$ cat config.mk
export PLATFORM = sky130hd
export DESIGN_NAME = ffca_ucode_seq
export DESIGN_NICKNAME = d
export VERILOG_FILES = /design/src/hw/rtl/ffca_pkg.sv /design/src/hw/rtl/ffca_ucode_seq.sv
export VERILOG_INCLUDE_DIRS = /design/src /design/src/hw/rtl
export SDC_FILE = /design/constraint.sdc
export NUM_CORES = 1
export LEC_CHECK = 0
export ABC_AREA = 1
export ABC_CLOCK_PERIOD_IN_PS = 2700
export BUFFER_PORTS_ARGS = -buffer_cell sky130_fd_sc_hd__clkbuf_2
export CAP_MARGIN = 30
export CORE_UTILIZATION = 46
export CTS_CLUSTER_SIZE = 20
export DETAILED_ROUTE_END_ITERATION = 7
export MAX_ROUTING_LAYER = met4
export PLACE_DENSITY = 0.87
export REMOVE_ABC_BUFFERS = 1
export SLEW_MARGIN = 0
export SYNTH_ARGS = -nofsm -noshare
export SYNTH_HDL_FRONTEND = slang
export SYNTH_SLANG_ARGS = --single-unit
export TNS_END_PERCENT = 20
$ cat constraint.sdc
create_clock -name clock -period 2.7 [get_ports clock]
set_clock_uncertainty 0.15 [all_clocks]
set_input_delay 0.405 -clock clock [delete_from_list [all_inputs] [get_ports clock]]
set_output_delay 0.405 -clock clock [all_outputs]
set_load 0.01 [all_outputs]
$ cat src/hw/rtl/first_fit_cell_allocator_macros.svh
// Assertion macros shared by the cell allocator RTL.
// No dependencies; included by the modules that carry assertions.
`ifndef FIRST_FIT_CELL_ALLOCATOR_MACROS_SVH
`define FIRST_FIT_CELL_ALLOCATOR_MACROS_SVH

`ifndef ASSERT_OFF

// Clocked property, switched off while reset is high.
`define FFCA_ASSERT(label, clk, rst, prop, msg) \
   label: assert property (@(posedge clk) disable iff (rst) prop) else $error(msg);

// Clocked property that also holds through reset.
`define FFCA_ASSERT_ALWAYS(label, clk, prop, msg) \
   label: assert property (@(posedge clk) prop) else $error(msg);

`else

`define FFCA_ASSERT(label, clk, rst, prop, msg)
`define FFCA_ASSERT_ALWAYS(label, clk, prop, msg)

`endif

`endif

$ cat src/hw/rtl/ffca_pkg.sv
// Shared types, step codes, micro-op codes and condition codes for the
// first-fit cell allocator. No dependencies.
package ffca_pkg;

   localparam int CELLS_DEF    = 1024;
   localparam int TAG_BITS_DEF = 16;

   localparam int WORD_W   = 16;
   localparam int SIZE_W   = 11;
   localparam int OFF_W    = 2;
   localparam int STATUS_W = 2;
   localparam int TAG_OUT_W = 16;
   localparam int CSR_IDX_W = 2;
   localparam int CSR_DATA_W = 16;
   localparam int FIDX_W   = WORD_W + OFF_W;

   localparam logic [CSR_IDX_W-1:0] CSR_BASE_WORD    = 2'd0;
   localparam logic [CSR_IDX_W-1:0] CSR_CELLS_IN_USE = 2'd1;

   localparam logic [SIZE_W-1:0] CELLS_IN_USE_RST = 11'd1024;

   localparam logic [STATUS_W-1:0] ST_OK       = 2'd0;
   localparam logic [STATUS_W-1:0] ST_NO_SPACE = 2'd1;
   localparam logic [STATUS_W-1:0] ST_RANGE    = 2'd2;

   // microprogram steps
   localparam int STEP_W = 4;
   localparam logic [STEP_W-1:0] S_CLR    = 4'd0;
   localparam logic [STEP_W-1:0] S_IDLE   = 4'd1;
   localparam logic [STEP_W-1:0] S_ACHK   = 4'd2;
   localparam logic [STEP_W-1:0] S_ASCAN  = 4'd3;
   localparam logic [STEP_W-1:0] S_ASTAMP = 4'd4;
   localparam logic [STEP_W-1:0] S_AOK    = 4'd5;
   localparam logic [STEP_W-1:0] S_RFAIL  = 4'd6;
   localparam logic [STEP_W-1:0] S_RRANGE = 4'd7;
   localparam logic [STEP_W-1:0] S_FCHK   = 4'd8;
   localparam logic [STEP_W-1:0] S_FTAG   = 4'd9;
   localparam logic [STEP_W-1:0] S_FWALK  = 4'd10;
   localparam logic [STEP_W-1:0] S_ROK    = 4'd11;

   // datapath micro-ops
   localparam int OP_W = 4;
   localparam logic [OP_W-1:0] OP_NOP       = 4'd0;
   localparam logic [OP_W-1:0] OP_CLEAR     = 4'd1;
   localparam logic [OP_W-1:0] OP_IDLE      = 4'd2;
   localparam logic [OP_W-1:0] OP_SCAN      = 4'd3;
   localparam logic [OP_W-1:0] OP_STAMP     = 4'd4;
   localparam logic [OP_W-1:0] OP_RSP_ALLOC = 4'd5;
   localparam logic [OP_W-1:0] OP_RSP_FAIL  = 4'd6;
   localparam logic [OP_W-1:0] OP_RSP_RANGE = 4'd7;
   localparam logic [OP_W-1:0] OP_RSP_OK    = 4'd8;
   localparam logic [OP_W-1:0] OP_FIDX      = 4'd9;
   localparam logic [OP_W-1:0] OP_FTAG      = 4'd10;
   localparam logic [OP_W-1:0] OP_FWALK     = 4'd11;

   // jump conditions
   localparam int COND_W = 4;
   localparam logic [COND_W-1:0] C_NEVER       = 4'd0;
   localparam logic [COND_W-1:0] C_START_ALLOC = 4'd1;
   localparam logic [COND_W-1:0] C_START_FREE  = 4'd2;
   localparam logic [COND_W-1:0] C_CLR_LAST    = 4'd3;
   localparam logic [COND_W-1:0] C_BAD_SIZE    = 4'd4;
   localparam logic [COND_W-1:0] C_SCAN_HIT    = 4'd5;
   localparam logic [COND_W-1:0] C_SCAN_END    = 4'd6;
   localparam logic [COND_W-1:0] C_STAMP_LAST  = 4'd7;
   localparam logic [COND_W-1:0] C_FREE_BAD    = 4'd8;
   localparam logic [COND_W-1:0] C_TAG_ZERO    = 4'd9;
   localparam logic [COND_W-1:0] C_NO_MATCH    = 4'd10;
   localparam logic [COND_W-1:0] C_WALK_END    = 4'd11;

   typedef struct packed {
      logic              idle;
      logic [OP_W-1:0]   op;
      logic [COND_W-1:0] cond_a;
      logic [STEP_W-1:0] tgt_a;
      logic [COND_W-1:0] cond_b;
      logic [STEP_W-1:0] tgt_b;
      logic [STEP_W-1:0] tgt_f;
   } ucode_type;

   typedef struct packed {
      logic start_alloc;
      logic start_free;
      logic clr_last;
      logic bad_size;
      logic scan_hit;
      logic scan_end;
      logic stamp_last;
      logic free_bad;
      logic tag_zero;
      logic no_match;
      logic walk_end;
   } flags_type;

endpackage

$ cat src/hw/rtl/ffca_ucode_seq.sv
// Microcode sequencer: step counter, control store and two-way conditional jump.
// Depends on ffca_pkg and first_fit_cell_allocator_macros.svh.
`include "first_fit_cell_allocator_macros.svh"

module ffca_ucode_seq (
   input  logic                clock,
   input  logic                reset,
   input  ffca_pkg::flags_type flags,
   output ffca_pkg::ucode_type cw
);

   logic [ffca_pkg::STEP_W-1:0] pc_ff;
   logic [ffca_pkg::STEP_W-1:0] pc_in;
   logic                        jump_a;
   logic                        jump_b;

   function automatic ffca_pkg::ucode_type rom(input logic [ffca_pkg::STEP_W-1:0] step);
      ffca_pkg::ucode_type w;
      w = '{idle: 1'b0, op: ffca_pkg::OP_NOP,
            cond_a: ffca_pkg::C_NEVER, tgt_a: ffca_pkg::S_IDLE,
            cond_b: ffca_pkg::C_NEVER, tgt_b: ffca_pkg::S_IDLE,
            tgt_f: ffca_pkg::S_IDLE};
      unique case (step)
         ffca_pkg::S_CLR: begin
            w.op = ffca_pkg::OP_CLEAR;
            w.cond_a = ffca_pkg::C_CLR_LAST;  w.tgt_a = ffca_pkg::S_IDLE;
            w.tgt_f = ffca_pkg::S_CLR;
         end
         ffca_pkg::S_IDLE: begin
            w.idle = 1'b1;
            w.op = ffca_pkg::OP_IDLE;
            w.cond_a = ffca_pkg::C_START_ALLOC; w.tgt_a = ffca_pkg::S_ACHK;
            w.cond_b = ffca_pkg::C_START_FREE;  w.tgt_b = ffca_pkg::S_FCHK;
            w.tgt_f = ffca_pkg::S_IDLE;
         end
         ffca_pkg::S_ACHK: begin
            w.cond_a = ffca_pkg::C_BAD_SIZE; w.tgt_a = ffca_pkg::S_RFAIL;
            w.tgt_f = ffca_pkg::S_ASCAN;
         end
         ffca_pkg::S_ASCAN: begin
            w.op = ffca_pkg::OP_SCAN;
            w.cond_a = ffca_pkg::C_SCAN_HIT; w.tgt_a = ffca_pkg::S_ASTAMP;
            w.cond_b = ffca_pkg::C_SCAN_END; w.tgt_b = ffca_pkg::S_RFAIL;
            w.tgt_f = ffca_pkg::S_ASCAN;
         end
         ffca_pkg::S_ASTAMP: begin
            w.op = ffca_pkg::OP_STAMP;
            w.cond_a = ffca_pkg::C_STAMP_LAST; w.tgt_a = ffca_pkg::S_AOK;
            w.tgt_f = ffca_pkg::S_ASTAMP;
         end
         ffca_pkg::S_AOK:    w.op = ffca_pkg::OP_RSP_ALLOC;
         ffca_pkg::S_RFAIL:  w.op = ffca_pkg::OP_RSP_FAIL;
         ffca_pkg::S_RRANGE: w.op = ffca_pkg::OP_RSP_RANGE;
         ffca_pkg::S_FCHK: begin
            w.op = ffca_pkg::OP_FIDX;
            w.cond_a = ffca_pkg::C_FREE_BAD; w.tgt_a = ffca_pkg::S_RRANGE;
            w.tgt_f = ffca_pkg::S_FTAG;
         end
         ffca_pkg::S_FTAG: begin
            w.op = ffca_pkg::OP_FTAG;
            w.cond_a = ffca_pkg::C_TAG_ZERO; w.tgt_a = ffca_pkg::S_ROK;
            w.tgt_f = ffca_pkg::S_FWALK;
         end
         ffca_pkg::S_FWALK: begin
            w.op = ffca_pkg::OP_FWALK;
            w.cond_a = ffca_pkg::C_NO_MATCH; w.tgt_a = ffca_pkg::S_ROK;
            w.cond_b = ffca_pkg::C_WALK_END; w.tgt_b = ffca_pkg::S_ROK;
            w.tgt_f = ffca_pkg::S_FWALK;
         end
         ffca_pkg::S_ROK:    w.op = ffca_pkg::OP_RSP_OK;
         default:            w.tgt_f = ffca_pkg::S_IDLE;
      endcase
      return w;
   endfunction

   function automatic logic test(input logic [ffca_pkg::COND_W-1:0] c,
                                 input ffca_pkg::flags_type f);
      logic r;
      r = 1'b0;
      unique case (c)
         ffca_pkg::C_START_ALLOC: r = f.start_alloc;
         ffca_pkg::C_START_FREE:  r = f.start_free;
         ffca_pkg::C_CLR_LAST:    r = f.clr_last;
         ffca_pkg::C_BAD_SIZE:    r = f.bad_size;
         ffca_pkg::C_SCAN_HIT:    r = f.scan_hit;
         ffca_pkg::C_SCAN_END:    r = f.scan_end;
         ffca_pkg::C_STAMP_LAST:  r = f.stamp_last;
         ffca_pkg::C_FREE_BAD:    r = f.free_bad;
         ffca_pkg::C_TAG_ZERO:    r = f.tag_zero;
         ffca_pkg::C_NO_MATCH:    r = f.no_match;
         ffca_pkg::C_WALK_END:    r = f.walk_end;
         default:                 r = 1'b0;
      endcase
      return r;
   endfunction

   assign cw     = rom(pc_ff);
   assign jump_a = test(cw.cond_a, flags);
   assign jump_b = test(cw.cond_b, flags);

   always_comb begin
      if (jump_a) begin
         pc_in = cw.tgt_a;
      end else if (jump_b) begin
         pc_in = cw.tgt_b;
      end else begin
         pc_in = cw.tgt_f;
      end
   end

   always_ff @(posedge clock) begin
      if (reset) begin
         pc_ff <= ffca_pkg::S_CLR;
      end else begin
         pc_ff <= pc_in;
      end
   end

   `FFCA_ASSERT_ALWAYS(a_reset_to_clear, clock, reset |=> pc_ff == ffca_pkg::S_CLR, "reset did not restart the clearing pass")
   `FFCA_ASSERT(a_accept_leaves_idle, clock, reset, (pc_ff == ffca_pkg::S_IDLE && (flags.start_alloc || flags.start_free)) |=> pc_ff != ffca_pkg::S_IDLE, "accepted transaction left the sequencer idle")

endmodule

### Word level (Yosys, flattened, before mapping)

Index checks and enable logic that the tools add are counted.

* register bits after elaboration: 4
* latch bits: 0
* bits in writable memories: 0
* ROM bits: 0
* bits of input ports: 13
* output and inout port bits: 25
* logic and storage cells: 46
* memories: 0

* $add $sub $neg: 0
* $mul: 0
* div/mod/pow operators: 0
* magnitude comparators: 0
* eq/ne operators: 33
* shift-type cells: 0
* muxes and demuxes: 9
* bitwise operators: 0
* reductions and logical operators: 3

Operators by type and width (number)
* $pmux 8 s8: 1
* $eq 4x3->1 const B: 12
* $eq 4x4->1 const B: 12
* $pmux 4 s11: 1
* $eq 4x2->1 const B: 6
* $pmux 8 s3: 1
* $pmux 1 s11: 2
* $pmux 4 s5: 1
* $eq 4x1->1 const B: 3
* $mux 4: 2
* $logic_not 4->1: 1
* $reduce_or 2->1: 2
* $mux 1: 1

### Longest topological paths before layout

Gate-level depths: netlist of the first run.

* depth in word-level cells: 6
* depth in mapped cells: 12
* gate-level depth less buffers: 12

### Worst setup path before layout of the first run

Ideal clock, no wire load.

* path kind: flip-flop to flip-flop
* from: register pc_ff[2] (netlist bit)
* to: register pc_ff[1] (netlist bit)
* setup time: 0.115 ns
* arrival time: 1.694 ns
* data required time: 2.435 ns
* slack: 0.741 ns
* stages on the path, launching flop included: 11
* buffers on the path: 0
* period minus slack after synthesis: 1.959 ns
* cells stage by stage: dfxtp_1 > inv_2 > nor2_1 > nand2_1 > inv_1 > nor2_1 > ha_1 > inv_1 > nand2_2 > a21oi_1 > nor2_1

* word-level cells in the longest chain between the ends: 6
* elaborated cells on any way between the ends: 39
* classes of those cells: eq/ne (29); mux (7); reduce/logical (3)

RTL lines
* start, declared: line ffca_ucode_seq.sv:12 `logic [ffca_pkg::STEP_W-1:0] pc_ff;`
* start signal, assigned: line ffca_ucode_seq.sv:113 `pc_ff <= ffca_pkg::S_CLR;`
* start signal, assigned: line ffca_ucode_seq.sv:115 `pc_ff <= pc_in;`
* $eq 4x4->1 (tied with other cells): line ffca_ucode_seq.sv:23 `unique case (step)`
* $pmux 8 s3: line ffca_ucode_seq.sv:23
* $eq 4x4->1 (tied with other cells): line ffca_ucode_seq.sv:80 `unique case (c)`
* $pmux 1 s11: line ffca_ucode_seq.sv:80
* $mux 4: line ffca_ucode_seq.sv:104 `end else if (jump_b) begin`
* $mux 4 *: line ffca_ucode_seq.sv:102 `if (jump_a) begin`

Mark *: on every way between the ends. The rest lies on a longest branch, timed or not.
A chain may end at the register's enable or synchronous reset.

==> metrics.md, run 1 <==
| Metric | Value |
|---|---|
| Pwr Density | `approximately 1100 nW/µm²` |
| Worst hold-check path type | `in2reg` |
| Cell internal power dissipation | `0.412 mW` |
| Reg with most FFs | `pc_ff` |
| Result of the run | `finished, final reports clean` |
| Number of distinct library cells after synthesis | `21` |
| Cell area after synthesis | `roughly 650 µm²` |
| Leakage | `0.582 nW` |
| Clock Latency Late Sink | `0.24 ns` |
| Pre-CTS setup slack | `~0.66 ns` |
| Mux cell area share after synthesis | `0` |
| Gate Count Post-Synth | `116` |
| Antenna violations before repair | `0` |
| Die span in y | `slightly below 40 µm` |
| Startpoint kind of the worst setup timing path | `flop` |
| Dominant combinational cell family by area after synthesis | `simple AND/OR/NAND/NOR gates` |
| Relative contribution of combinational cells to total power | `0.794` |
| Adder and majority gate portion of the synthesized area | `0.0574` |
| Number of hold-repair buffers added at the cts stage | `0` |
| Port Buf Inserts | `37` |
| Post-synthesis share of cell area spent on xor and xnor gates | `0` |
| Post-synthesis to final-layout area growth | `29.4%` |
| Wirelength, routed | `between 1.5 and 2 mm` |
| Area share of the largest cell type after synthesis | `0.155` |
| Cell Rows | `13` |
| Achievable frequency | `0.481 GHz` |
| Fraction of layout cells with a size suffix above 1 | `0.382` |
| Number of warnings reported in the yosys synthesis log | `0` |
| Number of clock sinks seen by CTS | `4` |
| Floorplan Core Area | `approximately 1300 µm²` |
| Number of post-CTS setup repair buffers | `0` |
| Post-synthesis simple-gate area fraction | `0.564` |
| Clock-pin slew on the worst setup and hold paths | `around 0.04 ns` |
| Post-route setup TNS | `0 ns` |
| Average vias per placed instance | `4.93` |
| Gp weighted congestion | `0.888` |
| Total Power Consumption | `between 0.9 and 1 mW` |
| Post-layout nets | `170` |
| CTS tree | `yes` |
| CP Capture Type | `primary output` |
| Synthesized flop and latch total | `4` |
| Biggest area contributors in the synthesized netlist | `sky130_fd_sc_hd__nand2_1 (15%), sky130_fd_sc_hd__dfxtp_1 (12%), sky130_fd_sc_hd__inv_1 (11%)` |
| Maxcap violations | `0` |
| Final setup slack of the worst path | `0.620 ns` |
| Share of the yosys chip area belonging to registers | `0.122` |
| Antenna-violating nets left | `0` |
| Clock group share of total power | `0.083` |
| Post-detailed-placement half-perimeter wirelength | `approximately 1.5 mm` |
| CP required | `between 2 and 2.5 ns` |
| Initial Util | `0.497` |
| Register-to-Register Path Depth | `10` |
| Worst Setup Path Type | `reg2out` |
| Switching Power | `0.561 mW` |
| Startpoint of the lowest-slack hold path | `reset` |
| # diodes | `0` |
| Mean instance size in the synthesized netlist | `approximately 5.6 µm²` |
| Largest net degree at the start of global routing | `10` |
| Area leader, netlist | `sky130_fd_sc_hd__nand2_1` |
| Commonest non-fill, non-tap cell in the layout | `sky130_fd_sc_hd__clkbuf_2` |
| IR Drop Worst-Case VDD | `~550 µV` |
| Post-cts repair resize count | `0` |
| R2R Path Start | `pc_ff[2]$_SDFF_PP0_` |
| Arrival time reported for the critical path endpoint | `approximately 1.5 ns` |
| CTS Root Buffer Type | `sky130_fd_sc_hd__clkbuf_4` |
| Worst hold path stage count | `4` |
| Registers with the most flip-flops | `pc_ff x4` |
| Net switching share of the total power | `0.577` |
| Largest fanout on the critical path | `5` |
| CTS H-Tree Depth | `1` |
| Total count of max-transition violations in the final report | `0` |
| Fin crit period | `roughly 2.1 ns` |
| Number of search-and-repair iterations in the first detailed-routing pass | `4` |
| Die X-Extent | `between 30 and 40 µm` |
| Number of top-level design ports | `38` |
| Global route total overflow | `0` |
| Number of flip-flops in the largest register | `4` |
| Overall die area | `~1600 µm²` |
| Final design utilization | `0.643` |
| Top library cells by usage in the layout, fill and taps aside | `sky130_fd_sc_hd__clkbuf_2 (37), sky130_fd_sc_hd__nand2_1 (27), sky130_fd_sc_hd__inv_1 (19)` |
| RSZ-0062 raised after global routing | `no` |
| Register-to-register setup slack | `roughly 0.65 ns` |
| Fin cells | `~170` |
| End point of the most critical hold path | `pc_ff[2]$_SDFF_PP0_` |
| Clock tree buffer depth | `2` |
| First-pass GRT wire length | `between 2 and 2.5 mm` |
| Post-route clock period utilization | `0.770` |
| Worst flop-to-flop path endpoint | `pc_ff[1]$_SDFF_PP0_` |
| Headroom to the max-slew limit | `0.758` |
| Worst slew pin tran | `approximately 0.36 ns` |
| Number of DRC markers after the initial detailed-route iteration | `20` |
| Compound-cell area share of the yosys netlist | `0.0727` |
| Gr usage total | `0.241` |
| Total CTS buffers | `3` |
| Sequential Power Share | `0.123` |
| Vias in the first global route | `between 600 and 700` |
| Total via count in the routed design | `just over 800` |
| Residual DRC count | `0` |
| Total count of hold-check failures in the final report | `0` |
| Wire length per cell after detailed routing | `around 11 µm` |
| Final count of negative-setup-slack endpoints | `0` |
| Instance count after placement with tap cells included | `between 150 and 200` |
stage by stage:
stage | area [µm²] | hold WS [ns]
final | 847 | 0.286
after global routing | 847 | 0.306
after CTS | 847 | 0.281
after detailed placement | 825 | 0.539
after global placement | 825 | 0.536
after floorplan | 621 | 0.434
critical path, stage by stage, from the launching register on:
cell and delay [ns]:
sky130_fd_sc_hd__dfxtp_1 0.42, sky130_fd_sc_hd__inv_2 0.10, sky130_fd_sc_hd__nor2_1 0.28, sky130_fd_sc_hd__nand2_1 0.12, sky130_fd_sc_hd__inv_1 0.09, sky130_fd_sc_hd__nor2_1 0.07
sky130_fd_sc_hd__inv_1 0.07, sky130_fd_sc_hd__clkbuf_2 0.13
synth_stat cells:
cell                      number
sky130_fd_sc_hd__a31oi_1       1
sky130_fd_sc_hd__nor2_4        2
sky130_fd_sc_hd__nor2_1       16
sky130_fd_sc_hd__nor2_2        2
sky130_fd_sc_hd__inv_1        19
sky130_fd_sc_hd__nand4_1       5
sky130_fd_sc_hd__nand2_4       1
sky130_fd_sc_hd__nand2_1      27
sky130_fd_sc_hd__ha_1          3
sky130_fd_sc_hd__o21ai_1       1
sky130_fd_sc_hd__inv_2         4
sky130_fd_sc_hd__o21ai_0       2
sky130_fd_sc_hd__buf_4         3
sky130_fd_sc_hd__dfxtp_1       4
sky130_fd_sc_hd__nand3_1      11
sky130_fd_sc_hd__buf_6         1
sky130_fd_sc_hd__a21oi_1       4
sky130_fd_sc_hd__o22ai_1       1
sky130_fd_sc_hd__nand3_4       1
sky130_fd_sc_hd__nand2_2       6
sky130_fd_sc_hd__nand3_2       2
power groups by stage:
stage          sequential, mW  combinational, mW  clock, mW
2_1_floorplan           0.112              0.539          0
3_3_place_gp            0.118              0.752          0
3_5_place_dp            0.119              0.771          0
4_1_cts                 0.118              0.776     0.0806
5_1_grt                 0.125              0.861     0.0828
6_report                0.119              0.773     0.0807
layer usage:
metal  part of all wire  vias up  global-route usage
met5                  0        -                   -
met2               0.49       29               0.418
li1                   -      430                   -
met1               0.45      363               0.281
met4             0.0064        0              0.0776
met3              0.046        2              0.0341
how the worst max path moves through the flow:
stage | start | slack [ns] | end | depth (start not counted)
final | pc_ff[2]$_SDFF_PP0_ | 0.62 | cw[18] | 7
after global routing | pc_ff[2]$_SDFF_PP0_ | 0.49 | cw[18] | 7
after CTS | pc_ff[2]$_SDFF_PP0_ | 0.63 | cw[18] | 7
after detailed placement | pc_ff[2]$_SDFF_PP0_ | 0.66 | pc_ff[1]$_SDFF_PP0_ | 10
after global placement | pc_ff[2]$_SDFF_PP0_ | 0.72 | pc_ff[0]$_SDFF_PP0_ | 10
after floorplan | pc_ff[2]$_SDFF_PP0_ | 0.74 | pc_ff[1]$_SDFF_PP0_ | 10
final cells by class:
type,instances,area (µm²)
clock buffer,3,22.5
fill,147,470
inverter,23,86.3
multi-input combinational,85,454
sequential,4,80.1
tap,15,18.8
timing repair buffer,37,185
cells by family after synthesis:
family,count (synthesis)
simple gates,73
buf+inv,27
compound gates,9
flops,4
fa+ha+maj,3
Power figures use the tool's default switching activity.
==> inputs of run 2 (changes only) <==
--- a/config.mk
+++ b/config.mk
@@ -7,14 +7,14 @@
 export NUM_CORES = 1
 export LEC_CHECK = 0
 export ABC_AREA = 1
-export ABC_CLOCK_PERIOD_IN_PS = 2700
+export ABC_CLOCK_PERIOD_IN_PS = 1710
 export BUFFER_PORTS_ARGS = -buffer_cell sky130_fd_sc_hd__clkbuf_2
 export CAP_MARGIN = 30
-export CORE_UTILIZATION = 46
+export CORE_UTILIZATION = 38
 export CTS_CLUSTER_SIZE = 20
 export DETAILED_ROUTE_END_ITERATION = 7
 export MAX_ROUTING_LAYER = met4
-export PLACE_DENSITY = 0.87
+export PLACE_DENSITY = 0.77
 export REMOVE_ABC_BUFFERS = 1
 export SLEW_MARGIN = 0
 export SYNTH_ARGS = -nofsm -noshare
==> constraint.sdc (replaced) <==
create_clock -name clock -period 1.71 [get_ports clock]
set_clock_uncertainty 0.15 [all_clocks]
set_input_delay 0.2565 -clock clock [delete_from_list [all_inputs] [get_ports clock]]
set_output_delay 0.2565 -clock clock [all_outputs]
set_load 0.01 [all_outputs]
==> run 2 against run 1 <==
The run now ends with DRC, setup timing left; wire length up 23%; clock-buffer cell count unchanged; sequential power up 59%; clock power up 47%; critical endpoint is now cw[24]; largest cell class unchanged; largest power group unchanged; highest routed layer unchanged.
==> metrics.md, run 2 (same netlist as run 1, synthesis figures left out) <==
| Metric | Value |
|---|---|
| Result of the run | `finished, violations left` |
| Failing checks | `DRC, setup timing` |
| IR Drop Worst-Case VDD | `1090 µV (+97%)` |
| Total CTS buffers | `3 (unchanged)` |
| CTS tree | `yes` |
| Clock Latency Late Sink | `0.24 ns (about the same)` |
| Relative contribution of combinational cells to total power | `0.843 (+0.049)` |
| Fin crit period | `around 1.7 ns` |
| Clock-pin slew on the worst setup and hold paths | `0.04 ns (about the same)` |
| RSZ-0062 raised after global routing | `yes` |
| Fin cells | `190 (+14%)` |
| Number of gates on the worst path with buffers counted | `5 (-2)` |
| Floorplan Core Area | `1560 µm² (+18%)` |
| Port Buf Inserts | `37 (unchanged)` |
| Post-route cell area | `1110 µm² (+31%)` |
| Worst hold-check path type | `in2reg` |
| Switching Power | `1.07 mW (+91%)` |
| Die span in y | `43.5 µm (+9.5%)` |
| Registers with the most flip-flops | `pc_ff x4` |
| Register-to-Register Path Depth | `10 (unchanged)` |
| Final setup slack of the worst path | `-0.0252 ns (-0.645 ns)` |
| Leakage | `0.707 nW (+21%)` |
| Fill cell instance count of the final layout | `132 (-10%)` |
| Antenna violations before repair | `0 (unchanged)` |
| Clock tree buffer depth | `2 (unchanged)` |
| Final design utilization | `0.714 (+0.0714)` |
| Cell family with the largest share of critical-path delay | `simple AND/OR/NAND/NOR gates` |
| Pre-CTS setup slack | `-0.156 ns (-0.818 ns)` |
| Post-layout nets | `192 (+13%)` |
| Number of search-and-repair iterations in the first detailed-routing pass | `6 (+2)` |
| Largest net degree at the start of global routing | `9 (-1)` |
| Total count of hold-check failures in the final report | `0 (unchanged)` |
| First-pass GRT wire length | `3.73 mm (+52%)` |
| Number of DRC markers after the initial detailed-route iteration | `23 (+15%)` |
| Achievable frequency | `just under 0.6 GHz` |
| Headroom to the max-slew limit | `0.850 (+0.0921)` |
| Worst slew pin tran | `0.225 ns (-0.138 ns)` |
| Overall die area | `1890 µm² (+20%)` |
| Residual DRC count | `6 (+6)` |
| Total placed instance area | `976 µm² (+18%)` |
| Reg with most FFs | `pc_ff` |
| Post-synthesis to final-layout area growth | `70.2%` |
| Antenna-violating nets left | `0 (unchanged)` |
| Final count of negative-setup-slack endpoints | `8 (+8)` |
| CTS H-Tree Depth | `1 (unchanged)` |
| Fraction of layout cells with a size suffix above 1 | `0.569 (+0.187)` |
| Startpoint kind of the worst setup timing path | `flop` |
| Tightest hold margin | `0.149 ns (-0.137 ns)` |
| Cells traversed along the worst timing path | `nor2_2 > buf_4 > nand2_1 > nor2_2 > clkbuf_2` |
| Total Power Consumption | `1.97 mW (+100%)` |
| # diodes | `0 (unchanged)` |
| Number of flip-flops in the largest register | `4 (unchanged)` |
| Arrival time reported for the critical path endpoint | `1.33 ns (-0.20 ns)` |
| Footprint of the flip-flops and latches | `92.6 µm² (+16%)` |
| Highest routing layer actually used | `met4` |
| CP required | `1.30 ns (-0.84 ns)` |
| Clock group share of total power | `0.061 (-0.022)` |
| Number of clock sinks seen by CTS | `4 (unchanged)` |
| Initial Util | `0.420 (-0.0769)` |
| Gr usage total | `0.268 (+0.0277)` |
| Multi-input gate area | `523 µm² (+15%)` |
| Total count of max-transition violations in the final report | `0 (unchanged)` |
| Cell Rows | `14 (+1)` |
| Met1 routed wirelength after detailed routing | `915 µm (+8.8%)` |
| Total via count in the routed design | `966 (+17%)` |
| Worst Path Buf+Inv | `2 (-2)` |
| Post-route clock period utilization | `1.01` |
| First element of the critical path | `pc_ff[2]$_SDFF_PP0_` |
| Gp weighted congestion | `0.868 (-2.2%)` |
| CTS Root Buffer Type | `sky130_fd_sc_hd__clkbuf_4` |
| Worst Setup Path Type | `reg2out` |
| Post-route setup TNS | `-0.122 ns (-0.122 ns)` |
| Wirelength, routed | `2.29 mm (+23%)` |
| Wire length per cell after detailed routing | `12.1 µm (+8.3%)` |
| Largest stage delay on the critical path | `0.36 ns (-0.06 ns)` |
| Endpoint of the worst setup timing path | `cw[24]` |
| Maxcap violations | `0 (unchanged)` |
| Slowest CP cell | `sky130_fd_sc_hd__dfxtp_4` |
| Sequential Power Share | `0.096 (-0.027)` |
| Post-detailed-placement half-perimeter wirelength | `1.77 mm (+18%)` |
| R2R Path Start | `pc_ff[2]$_SDFF_PP0_` |
| Die X-Extent | `43.5 µm (+9.5%)` |
| Vias in the first global route | `929 (+54%)` |
| Commonest non-fill, non-tap cell in the layout | `sky130_fd_sc_hd__clkbuf_2` |
| Worst flop-to-flop path endpoint | `pc_ff[0]$_SDFF_PP0_` |
| Register-to-register setup slack | `-0.02 ns (-0.67 ns)` |
| Metal2 WL | `1.22 mm (+33%)` |
| Global route total overflow | `0 (unchanged)` |
| Cell internal power dissipation | `0.901 mW (+120%)` |
| Instance count after placement with tap cells included | `185 (+13%)` |
| Average vias per placed instance | `5.08 (+3.0%)` |
| Number of top-level design ports | `38 (unchanged)` |
| Net switching share of the total power | `0.543 (-0.0336)` |
| Top library cells by usage in the layout, fill and taps aside | `sky130_fd_sc_hd__clkbuf_2 (36), sky130_fd_sc_hd__nand2_1 (27), sky130_fd_sc_hd__inv_1 (18)` |
| Largest fanout on the critical path | `5 (unchanged)` |
| CP Capture Type | `primary output` |
| Pwr Density | `1770 nW/µm² (+54%)` |
| Met3 routed wirelength | `106 µm (+23%)` |
| Critical path's most frequent cell | `sky130_fd_sc_hd__nor2_2` |
## run 2: cell types whose count changed in the layout (fill, tap and decap cells not counted), moves of 4 or more
cell,before,now
sky130_fd_sc_hd__a21oi_1,4,0
sky130_fd_sc_hd__a21oi_2,0,4
sky130_fd_sc_hd__buf_4,0,17
sky130_fd_sc_hd__buf_6,0,5
sky130_fd_sc_hd__dfxtp_1,4,0
sky130_fd_sc_hd__nor2_1,16,10
## run 2: worst min path at each step
stage                     depth (start not counted)  start                   to  slack [ns]
after CTS                                         4  reset  pc_ff[3]$_SDFF_PP0_        0.14
after global placement                            4  reset  pc_ff[0]$_SDFF_PP0_        0.38
after detailed placement                          4  reset  pc_ff[3]$_SDFF_PP0_        0.40
after floorplan                                   3  reset  pc_ff[2]$_SDFF_PP0_        0.29
after global routing                              4  reset  pc_ff[3]$_SDFF_PP0_        0.17
final                                             4  reset  pc_ff[1]$_SDFF_PP0_        0.15
## run 2: area by class of cell
type	count	share of cell area
Clock buffer	3	0.0202
Inverter	23	0.0775
Multi-Input combinational cell	85	0.470
Sequential cell	4	0.0831
Tap cell	16	0.0180
Timing Repair Buffer	59	0.331
## run 2: power groups by stage
stage | combinational, mW | clock [mW] | sequential (mW)
finish | 1.66 | 0.119 | 0.189
detailed placement | 1.43 | 0 | 0.171
floorplan | 0.850 | 0 | 0.177
CTS | 1.53 | 0.120 | 0.182
global placement | 1.39 | 0 | 0.168
global route | 1.82 | 0.130 | 0.191
## run 2: timing repair
action	in CTS	in global routing
pin swaps	1	3
cloned	0	0
hold buffers	0	0
resized for setup	18	15
endpoints found under the setup margin	20	19
setup buffers	2	0
## run 2: worst reg2reg max path, cell delays in order, from the launching register on
cell                      delay [ns]
sky130_fd_sc_hd__dfxtp_4        0.36
sky130_fd_sc_hd__nor2_2         0.15
sky130_fd_sc_hd__nand2_1        0.11
sky130_fd_sc_hd__inv_1          0.11
sky130_fd_sc_hd__nor2_4         0.05
sky130_fd_sc_hd__ha_1           0.29
sky130_fd_sc_hd__inv_1          0.10
sky130_fd_sc_hd__nand2_4        0.11
sky130_fd_sc_hd__nand3_1        0.11
sky130_fd_sc_hd__nand2_1        0.06
sky130_fd_sc_hd__nor2_1         0.07
## run 2: layer usage
layer / GRT usage / up-vias
met5: - / -
met4: 0.144 / 0
met3: 0.0417 / 6
met2: 0.482 / 35
met1: 0.278 / 444
li1: - / 481
